### src/hw/rtl/rpcr_pkg.sv
// Package for the RF pulse code receiver: mode codes, register indexes,
// the classified pulse record and the field widths. No dependencies.
package rpcr_pkg;

    localparam int PulseW = 24;
    localparam int WordW  = 32;
    localparam int CountW = 8;
    localparam int BitsW  = 6;
    localparam int CfgIdxW = 3;

    localparam logic [PulseW-1:0] NoiseFloorReset = 24'd100;

    localparam logic [BitsW-1:0] BitsPw28   = 6'd28;
    localparam logic [BitsW-1:0] BitsClkGap = 6'd32;
    localparam logic [BitsW-1:0] BitsMulti  = 6'd32;
    localparam logic [BitsW-1:0] BitsPw24   = 6'd24;

    typedef enum logic [1:0] {
        MODE_PW28   = 2'd0,
        MODE_CLKGAP = 2'd1,
        MODE_MULTI  = 2'd2,
        MODE_PW24   = 2'd3
    } mode_t;

    typedef enum logic [CfgIdxW-1:0] {
        REG_MODE          = 3'd0,
        REG_SYNC_MIN      = 3'd1,
        REG_SYNC_MAX      = 3'd2,
        REG_BIT_THRESHOLD = 3'd3,
        REG_NOISE_FLOOR   = 3'd4
    } reg_index_t;

    // One edge after classification against the configured limits.
    typedef struct packed {
        logic level;
        logic gt_thr;       // pulse longer than bit_threshold
        logic ge_thr;       // pulse not shorter than bit_threshold
        logic below_noise;  // pulse shorter than noise_floor
        logic in_sync;      // sync_min < pulse < sync_max
    } pulse_class_t;

endpackage

### src/hw/rtl/rpcr_front.sv
// Front end of the RF pulse code receiver: configuration registers and the
// classification of each incoming edge. Depends on rpcr_pkg.
module rpcr_front (
    input  logic                         clk,
    input  logic                         rst_n,
    input  logic                         cfg_we,
    input  logic [rpcr_pkg::CfgIdxW-1:0] cfg_index,
    input  logic [rpcr_pkg::PulseW-1:0]  cfg_data,
    input  logic                         level,
    input  logic [rpcr_pkg::PulseW-1:0]  pulse_us,
    output rpcr_pkg::pulse_class_t       pulse_class,
    output rpcr_pkg::mode_t              mode
);
    import rpcr_pkg::*;

    mode_t              mode_reg;
    logic [PulseW-1:0]  sync_min_reg;
    logic [PulseW-1:0]  sync_max_reg;
    logic [PulseW-1:0]  bit_threshold_reg;
    logic [PulseW-1:0]  noise_floor_reg;

    always_ff @(posedge clk or negedge rst_n)
    begin
        if (!rst_n)
        begin
            mode_reg          <= MODE_PW28;
            sync_min_reg      <= '0;
            sync_max_reg      <= '0;
            bit_threshold_reg <= '0;
            noise_floor_reg   <= NoiseFloorReset;
        end
        else if (cfg_we)
        begin
            unique case (cfg_index)
                REG_MODE:          mode_reg          <= mode_t'(cfg_data[1:0]);
                REG_SYNC_MIN:      sync_min_reg      <= cfg_data;
                REG_SYNC_MAX:      sync_max_reg      <= cfg_data;
                REG_BIT_THRESHOLD: bit_threshold_reg <= cfg_data;
                REG_NOISE_FLOOR:   noise_floor_reg   <= cfg_data;
                default:           ;
            endcase
        end
    end

    always_comb
    begin
        pulse_class.level       = level;
        pulse_class.gt_thr      = pulse_us > bit_threshold_reg;
        pulse_class.ge_thr      = pulse_us >= bit_threshold_reg;
        pulse_class.below_noise = pulse_us < noise_floor_reg;
        pulse_class.in_sync     = (pulse_us > sync_min_reg) && (pulse_us < sync_max_reg);
    end

    assign mode = mode_reg;

endmodule

### src/hw/rtl/rpcr_queue.sv
// Short queue of classified edges between the front and back ends of the
// RF pulse code receiver. Depends on rpcr_pkg.
module rpcr_queue #(
    parameter int DEPTH = 4
) (
    input  logic                   clk,
    input  logic                   rst_n,
    input  logic                   push,
    input  rpcr_pkg::pulse_class_t push_data,
    output logic                   full,
    input  logic                   pop,
    output logic                   not_empty,
    output rpcr_pkg::pulse_class_t pop_data
);
    import rpcr_pkg::*;

    localparam int PtrW = (DEPTH > 1) ? $clog2(DEPTH) : 1;
    localparam int CntW = $clog2(DEPTH + 1);
    localparam logic [PtrW-1:0] LastPtr = PtrW'(DEPTH - 1);
    localparam logic [CntW-1:0] FullCnt = CntW'(DEPTH);

    pulse_class_t   entry_reg [DEPTH];
    logic [PtrW-1:0] wr_ptr_reg, wr_ptr_next;
    logic [PtrW-1:0] rd_ptr_reg, rd_ptr_next;
    logic [CntW-1:0] count_reg, count_next;

    always_ff @(posedge clk)
    begin
        if (push)
        begin
            entry_reg[wr_ptr_reg] <= push_data;
        end
    end

    always_comb
    begin
        wr_ptr_next = wr_ptr_reg;
        rd_ptr_next = rd_ptr_reg;
        count_next  = count_reg;
        if (push)
        begin
            wr_ptr_next = (wr_ptr_reg == LastPtr) ? '0 : wr_ptr_reg + 1'b1;
        end
        if (pop)
        begin
            rd_ptr_next = (rd_ptr_reg == LastPtr) ? '0 : rd_ptr_reg + 1'b1;
        end
        if (push && !pop)
        begin
            count_next = count_reg + 1'b1;
        end
        else if (pop && !push)
        begin
            count_next = count_reg - 1'b1;
        end
    end

    always_ff @(posedge clk or negedge rst_n)
    begin
        if (!rst_n)
        begin
            wr_ptr_reg <= '0;
            rd_ptr_reg <= '0;
            count_reg  <= '0;
        end
        else
        begin
            wr_ptr_reg <= wr_ptr_next;
            rd_ptr_reg <= rd_ptr_next;
            count_reg  <= count_next;
        end
    end

    assign full      = (count_reg == FullCnt);
    assign not_empty = (count_reg != '0);
    assign pop_data  = entry_reg[rd_ptr_reg];

endmodule

### src/hw/rtl/rpcr_back.sv
// Back end of the RF pulse code receiver: frame state, bit decoding per
// mode and the registered result stage. Depends on rpcr_pkg.
module rpcr_back (
    input  logic                   clk,
    input  logic                   rst_n,
    input  rpcr_pkg::mode_t        mode,
    input  logic                   q_valid,
    input  rpcr_pkg::pulse_class_t q_data,
    output logic                   q_pop,
    output logic                   m_tvalid,
    input  logic                   m_tready,
    output logic [63:0]            m_tdata,  // code_word, transmitter_id, command,
                                             // channel, group_count
    output logic                   m_tuser,  // kind
    output logic                   m_tlast
);
    import rpcr_pkg::*;

    logic [WordW-1:0]  shift_reg, shift_next;
    logic [BitsW-1:0]  bits_left_reg, bits_left_next;
    logic              expect_clock_reg, expect_clock_next;
    logic [CountW-1:0] short_count_reg, short_count_next;

    logic              m_tvalid_reg, m_tvalid_next;
    logic [63:0]       m_tdata_reg;
    logic              m_tuser_reg;
    logic              m_tlast_reg;

    logic              emit;
    logic              res_kind;
    logic [WordW-1:0]  res_word;
    logic              res_split;
    logic [CountW-1:0] res_count;
    logic              res_last;
    logic [BitsW-1:0]  bits_dec;
    logic              in_frame;
    logic              pw_mode;

    assign q_pop    = q_valid && (!m_tvalid_reg || m_tready);
    assign in_frame = (bits_left_reg != '0);
    assign pw_mode  = (mode == MODE_PW28) || (mode == MODE_PW24);
    assign bits_dec = bits_left_reg - 1'b1;

    always_comb
    begin
        shift_next        = shift_reg;
        bits_left_next    = bits_left_reg;
        expect_clock_next = expect_clock_reg;
        short_count_next  = short_count_reg;
        emit      = 1'b0;
        res_kind  = 1'b0;
        res_word  = '0;
        res_split = 1'b0;
        res_count = '0;
        res_last  = 1'b0;

        if (in_frame && pw_mode && !q_data.level)
        begin
            shift_next     = {shift_reg[WordW-2:0], q_data.gt_thr};
            bits_left_next = bits_dec;
            emit           = (bits_dec == '0);
            res_word       = shift_next;
            res_last       = 1'b1;
        end
        else if (in_frame && (mode == MODE_CLKGAP) && q_data.level)
        begin
            if (expect_clock_reg)
            begin
                expect_clock_next = 1'b0;
                shift_next        = {shift_reg[WordW-2:0], 1'b0};
            end
            else
            begin
                shift_next        = {shift_reg[WordW-1:1], shift_reg[0] | q_data.ge_thr};
                expect_clock_next = 1'b1;
                bits_left_next    = bits_dec;
                emit              = (bits_dec == '0);
                res_word          = shift_next;
                res_split         = 1'b1;
                res_last          = 1'b1;
            end
        end
        else if (in_frame && (mode == MODE_MULTI) && q_data.level)
        begin
            if (!q_data.ge_thr)
            begin
                short_count_next = short_count_reg + 1'b1;
            end
            else
            begin
                bits_left_next   = bits_dec;
                emit             = 1'b1;
                res_kind         = 1'b1;
                res_count        = short_count_reg;
                res_last         = (bits_dec == '0);
                short_count_next = '0;
            end
        end
        else if (!q_data.below_noise && q_data.level && q_data.in_sync)
        begin
            // A sync pulse at level high opens or restarts a frame; the short count survives.
            shift_next = '0;
            unique case (mode)
                MODE_PW28:   bits_left_next = BitsPw28;
                MODE_CLKGAP:
                begin
                    bits_left_next    = BitsClkGap;
                    expect_clock_next = 1'b0;
                end
                MODE_MULTI:  bits_left_next = BitsMulti;
                MODE_PW24:   bits_left_next = BitsPw24;
                default:     bits_left_next = BitsPw24;
            endcase
        end

        if (!q_pop)
        begin
            shift_next        = shift_reg;
            bits_left_next    = bits_left_reg;
            expect_clock_next = expect_clock_reg;
            short_count_next  = short_count_reg;
            emit              = 1'b0;
        end

        if (q_pop)
        begin
            m_tvalid_next = emit;
        end
        else
        begin
            m_tvalid_next = m_tvalid_reg && !m_tready;
        end
    end

    always_ff @(posedge clk or negedge rst_n)
    begin
        if (!rst_n)
        begin
            shift_reg        <= '0;
            bits_left_reg    <= '0;
            expect_clock_reg <= 1'b0;
            short_count_reg  <= '0;
            m_tvalid_reg     <= 1'b0;
        end
        else
        begin
            shift_reg        <= shift_next;
            bits_left_reg    <= bits_left_next;
            expect_clock_reg <= expect_clock_next;
            short_count_reg  <= short_count_next;
            m_tvalid_reg     <= m_tvalid_next;
        end
    end

    always_ff @(posedge clk)
    begin
        if (emit)
        begin
            m_tdata_reg[31:0]  <= res_word;
            m_tdata_reg[47:32] <= res_split ? res_word[23:8] : 16'd0;
            m_tdata_reg[51:48] <= res_split ? res_word[7:4] : 4'd0;
            m_tdata_reg[55:52] <= res_split ? res_word[3:0] : 4'd0;
            m_tdata_reg[63:56] <= res_count;
            m_tuser_reg        <= res_kind;
            m_tlast_reg        <= res_last;
        end
    end

    assign m_tvalid = m_tvalid_reg;
    assign m_tdata  = m_tdata_reg;
    assign m_tuser  = m_tuser_reg;
    assign m_tlast  = m_tlast_reg;

endmodule

### src/hw/rtl/rf_pulse_code_receiver_core.sv
// RF pulse code receiver: decodes remote-control code words from receiver edges.
// Timing: an accepted edge is queued; the back end pops it while the output register
// is free or being taken, and a result enters that register as its edge is popped.
// Throughput: one edge per cycle into the frame state unless the output side stalls.
// Reset: frame state cleared, control registers zero except noise_floor, which is 100.
// Depends on rpcr_pkg, rpcr_front, rpcr_queue and rpcr_back.
module rf_pulse_code_receiver_core #(
    parameter int QUEUE_DEPTH = 4
) (
    input  logic                         clk,
    input  logic                         rst_n,
    input  logic                         cfg_we,
    input  logic [rpcr_pkg::CfgIdxW-1:0] cfg_index,
    input  logic [rpcr_pkg::PulseW-1:0]  cfg_data,
    input  logic                         s_tvalid,
    output logic                         s_tready,
    input  logic [23:0]                  s_tdata,  // pulse_us
    input  logic                         s_tuser,  // level
    output logic                         m_tvalid,
    input  logic                         m_tready,
    output logic [63:0]                  m_tdata,  // code_word, transmitter_id, command,
                                                   // channel, group_count
    output logic                         m_tuser,  // kind
    output logic                         m_tlast
);
    import rpcr_pkg::*;

    pulse_class_t in_class;
    pulse_class_t q_data;
    mode_t        mode;
    logic         q_full;
    logic         q_valid;
    logic         q_pop;
    logic         push;

    assign s_tready = !q_full;
    assign push     = s_tvalid && !q_full;

    rpcr_front u_front (
        .clk         (clk),
        .rst_n       (rst_n),
        .cfg_we      (cfg_we),
        .cfg_index   (cfg_index),
        .cfg_data    (cfg_data),
        .level       (s_tuser),
        .pulse_us    (s_tdata),
        .pulse_class (in_class),
        .mode        (mode)
    );

    rpcr_queue #(
        .DEPTH (QUEUE_DEPTH)
    ) u_queue (
        .clk       (clk),
        .rst_n     (rst_n),
        .push      (push),
        .push_data (in_class),
        .full      (q_full),
        .pop       (q_pop),
        .not_empty (q_valid),
        .pop_data  (q_data)
    );

    rpcr_back u_back (
        .clk      (clk),
        .rst_n    (rst_n),
        .mode     (mode),
        .q_valid  (q_valid),
        .q_data   (q_data),
        .q_pop    (q_pop),
        .m_tvalid (m_tvalid),
        .m_tready (m_tready),
        .m_tdata  (m_tdata),
        .m_tuser  (m_tuser),
        .m_tlast  (m_tlast)
    );

endmodule

### config.mk
export PLATFORM = sky130hd
export DESIGN_NAME = rf_pulse_code_receiver_core
export DESIGN_NICKNAME = d
export VERILOG_FILES = /design/src/hw/rtl/rpcr_pkg.sv /design/src/hw/rtl/rpcr_front.sv /design/src/hw/rtl/rpcr_queue.sv /design/src/hw/rtl/rpcr_back.sv /design/src/hw/rtl/rf_pulse_code_receiver_core.sv
export SDC_FILE = /design/constraint.sdc
export NUM_CORES = 1
export LEC_CHECK = 0
export ABC_CLOCK_PERIOD_IN_PS = 6500
export BUFFER_PORTS_ARGS = -buffer_cell sky130_fd_sc_hd__buf_4
export CAP_MARGIN = 20
export CORE_MARGIN = 5
export CORE_UTILIZATION = 59
export DETAILED_ROUTE_END_ITERATION = 10
export PLACE_DENSITY = 0.78
export REMOVE_ABC_BUFFERS = 1
export SYNTH_ARGS = -nofsm -noshare
export SYNTH_HDL_FRONTEND = slang
export SYNTH_SLANG_ARGS = --single-unit
export TNS_END_PERCENT = 5
### constraint.sdc
create_clock -name clk -period 6.5 [get_ports clk]
set_input_delay 1.625 -clock clk [delete_from_list [all_inputs] [get_ports clk]]
set_output_delay 1.625 -clock clk [all_outputs]
set_load 0.02 [all_outputs]
==> key figures <==
Timing
  • RSZ-0062 raised after global routing: no
  • Worst Max-Slew Pin Slew: between 0.8 and 0.9 ns
  • Final hold violation count: 0
  • Fin Setup TNS: 0 ns
  • Slew HR: 44.25%
  • Worst Clk Skew: between 0.007 and 0.008 ns
  • Max-slew violation count: 0
  • FMAX: 0.2789 GHz
  • Min cycle time layout: 3.586 ns
  • Worst setup margin: 2.914 ns
  • Tcrit/Tclk final: between 50% and 60%
  • Setup violations, final: 0

Die
  • Die ar.: 23,320 µm²
  • Die Wd: between 150 and 200 µm
  • # rows: 52
  • I/O pins: 125
  • Die Y: approximately 150 µm
  • Core Box Area: 20,170 µm²
  • Initial core utilization: between 50% and 60%

Yosys
  • Yosys top cell by area: dfrtp_1
  • Total number of yosys warnings: 0
  • Most numerous cell in the Yosys netlist: dfrtp_1
  • Largest cells by area after synthesis: dfrtp_1 (31%), edfxtp_1 (21%), ha_1 (11%)
  • Post-synthesis sequential area ratio: a little over half
  • Compound-Gate Fraction of Synth Area: 11.47%
  • Ys async rst share: 64.02%
  • Synthesis-stage register bit count: between 200 and 250
  • Yosys top cell area share: 31.23%
  • Synth Area in XOR/XNOR: 0.3644%
  • Combinational family with the most area after synthesis: compound AO/OA/AOI/OAI gates
  • EDFF count, synth: 86
  • Top cells by count, synth: dfrtp_1 (150), nand2_1 (136), inv_1 (134)
  • Post-synthesis simple-gate area fraction: roughly 11%
  • Syn Inst Count: 1,088
  • Post-synth cell types: 64
  • Adder-cell share of the synthesized area: 11.31%
  • Mapped Area: 12,020 µm²
  • Mux contribution to synthesized area: 6.350%
  • Predominant post-synthesis flop cell: dfrtp_1
  • Mean post-synth cell area: 11.05 µm²

Pwr
  • Max VDD drop: 0.0002630 V
  • Power Density: 350.6 nW/µm²
  • Leak: approximately 6.5 nW

Route
  • DR pass1 iterations: 5
  • Post-Route WL: 24,050 µm
  • Routed wire per std cell: 16.03 µm
  • # DRC: 0
  • Vias per cell: 5.412
  • Via count: 8,123
  • Drt initial violations: 346
  • Post-route ant nets: 0

Layout
  • Fin nets: 1,379
  • Area delta synth->final: 16.41%
  • Fin cells: roughly 1,500
  • Max reg flops: 64
  • Diode count: 0
  • Fillcell total: around 1,500
  • Layout cells sized above 1: 17.55%

Clocking
  • Total CTS buffers: 24
  • Post-CTS setup buffers: 0
  • Clock Sinks: between 200 and 250
  • CTS tree: yes
  • Clock Tree Buf Depth: 3
  • Worst skew pair latency: ~0.51 ns
  • Post-cts sizing count: 0
  • Hold_buf cts: 0
  • Worst-path clk slew: about 0.060 ns
  • H-tree Lvls: 1
  • Root buf cell: clkbuf_16

Critical path
  • Critical Path Sink Type: flop
  • CP max FO: 36
  • Buffers plus inverters on the worst setup path: 3
  • Slowest stage delay, CP: 0.75 ns
  • Worst EP arrival: roughly 3.8 ns
  • Worst Setup Start Kind: input pin
  • Kind of critical path: input pin to flop
  • CP top delay family: buffers and inverters
  • Cell mode on critical path: buf_4
  • Critical path, cell by cell: buf_4, nand2b_1, o31a_1, clkinv_1, nor2_4, buf_4
  • CP max stage cell: nor2_4
  • CP required: approximately 6.7 ns

Placed design
  • Placed Instances: 1,457
  • RePlAce Congestion: 0.8698
  • Buffers added on ports: 124
  • Post-Place Setup Slack: 2.360 ns
  • Final HPWL DP: around 17,000 µm

GRT
  • GRT Util Overall: 20.81%
  • Grt ovf: 0
  • Vias in the first global route: 8,272
  • Initial antenna violation count: 0
  • Largest net degree at the start of global routing: 64
  • First-pass GRT wire length: 40,680 µm

Job
  • # Max-Cap Violations: 0

Hold path
  • Worst Hold Class: flop to flop

Run status
  • Status: complete, no violations
==> kinds of logic (layout without fill, tap and decap cells) <==
group                      after synthesis  in the layout
AOI/OAI and AO/OA                      225            225
xor gates and xnor gates                 5              5
adders and majority gates              108            108
buffers and inverters                  171            314
DFF                                    239            239
muxes                                   67             67
and+or+nand+nor                        273            273
==> metal layers <==
metal | track usage [%] | part of all wire [%]
met1 | 27.33 | 44
met2 | 35.28 | 49
met3 | 4.431 | 5.4
met4 | 5.855 | 2.3
met5 | 0 | 0
==> through the flow <==
| stage | hold slack [ns] | total power, mW | cell area [µm²] | util, % |
|---|---|---|---|---|
| floorplan | 0.4510 | 3.117 | 11840 | - |
| global placement | 0.4714 | 3.523 | 13210 | 65.50 |
| detailed placement | 0.4697 | 3.590 | 13210 | 65.50 |
| CTS | 0.4839 | 4.925 | 13970 | 69.24 |
| global route | 0.4959 | 5.226 | 13990 | 69.37 |
| finish | 0.4846 | 4.905 | 13990 | 69.37 |
==> report_power, final <==
part	total (mW)	switching, mW	leakage (nW)	internal [mW]
clock network	1.32	0.544	0.372	0.778
registers	2.01	0.142	2.73	1.86
logic	1.58	0.920	3.41	0.657
==> layout make-up <==
type,instances,area [µm²],area share (%)
Sequential cell,239,6415,45.85
Multi-Input combinational cell,678,4937,35.29
Timing Repair Buffer,135,1035,7.396
Clock buffer,35,694.4,4.963
Inverter,136,510.5,3.649
Tap cell,270,337.8,2.415
Clock inverter,8,61.31,0.4382
==> worst paths after layout <==
| path | start | end | slack (ns) | cells past startpoint |
|---|---|---|---|---|
| worst max-delay path | m_tready | u_back.m_tdata[41]$_SDFFCE_PN0P_ | 2.91 | 6 |
| worst min-delay path | u_back.short_count_reg[7]$_DFFE_PN0P_ | u_back.short_count_reg[7]$_DFFE_PN0P_ | 0.48 | 1 |
| worst max register to register | u_queue.rd_ptr_reg[0]$_DFFE_PN0P_ | u_back.m_tdata[41]$_SDFFCE_PN0P_ | 2.93 | 7 |
| worst min register to register | u_back.short_count_reg[7]$_DFFE_PN0P_ | u_back.short_count_reg[7]$_DFFE_PN0P_ | 0.48 | 1 |
| max in group asynchronous | rst_n | u_front.bit_threshold_reg[15]$_DFFE_PN0P_ | 4.40 | 2 |
| min in group asynchronous | rst_n | u_front.sync_max_reg[14]$_DFFE_PN0P_ | 0.98 | 1 |
==> layout by cell type, fill, tap and decap left out, drive strengths merged, types with 3 or more instances in the layout <==
master and n:
nor3b 4, clkinv 8, nand2b 17, a211oi 9
a21oi 35, and2 26, mux2 31, o21ai 105
nand4 17, a21o 39, o21a 7, o31ai 4
nor2 19, nor3 10, o211ai 5, xnor2 3
mux2i 32, a31oi 3, clkbuf 36, dfrtp 150
and4 4, edfxtp 86, ha 107, buf 134
mux4 4, nand2 137, a22o 8, nand3 8
inv 135, nor2b 6, and3 16, dfstp 3
No activity file was read; power rests on OpenSTA's default activity.
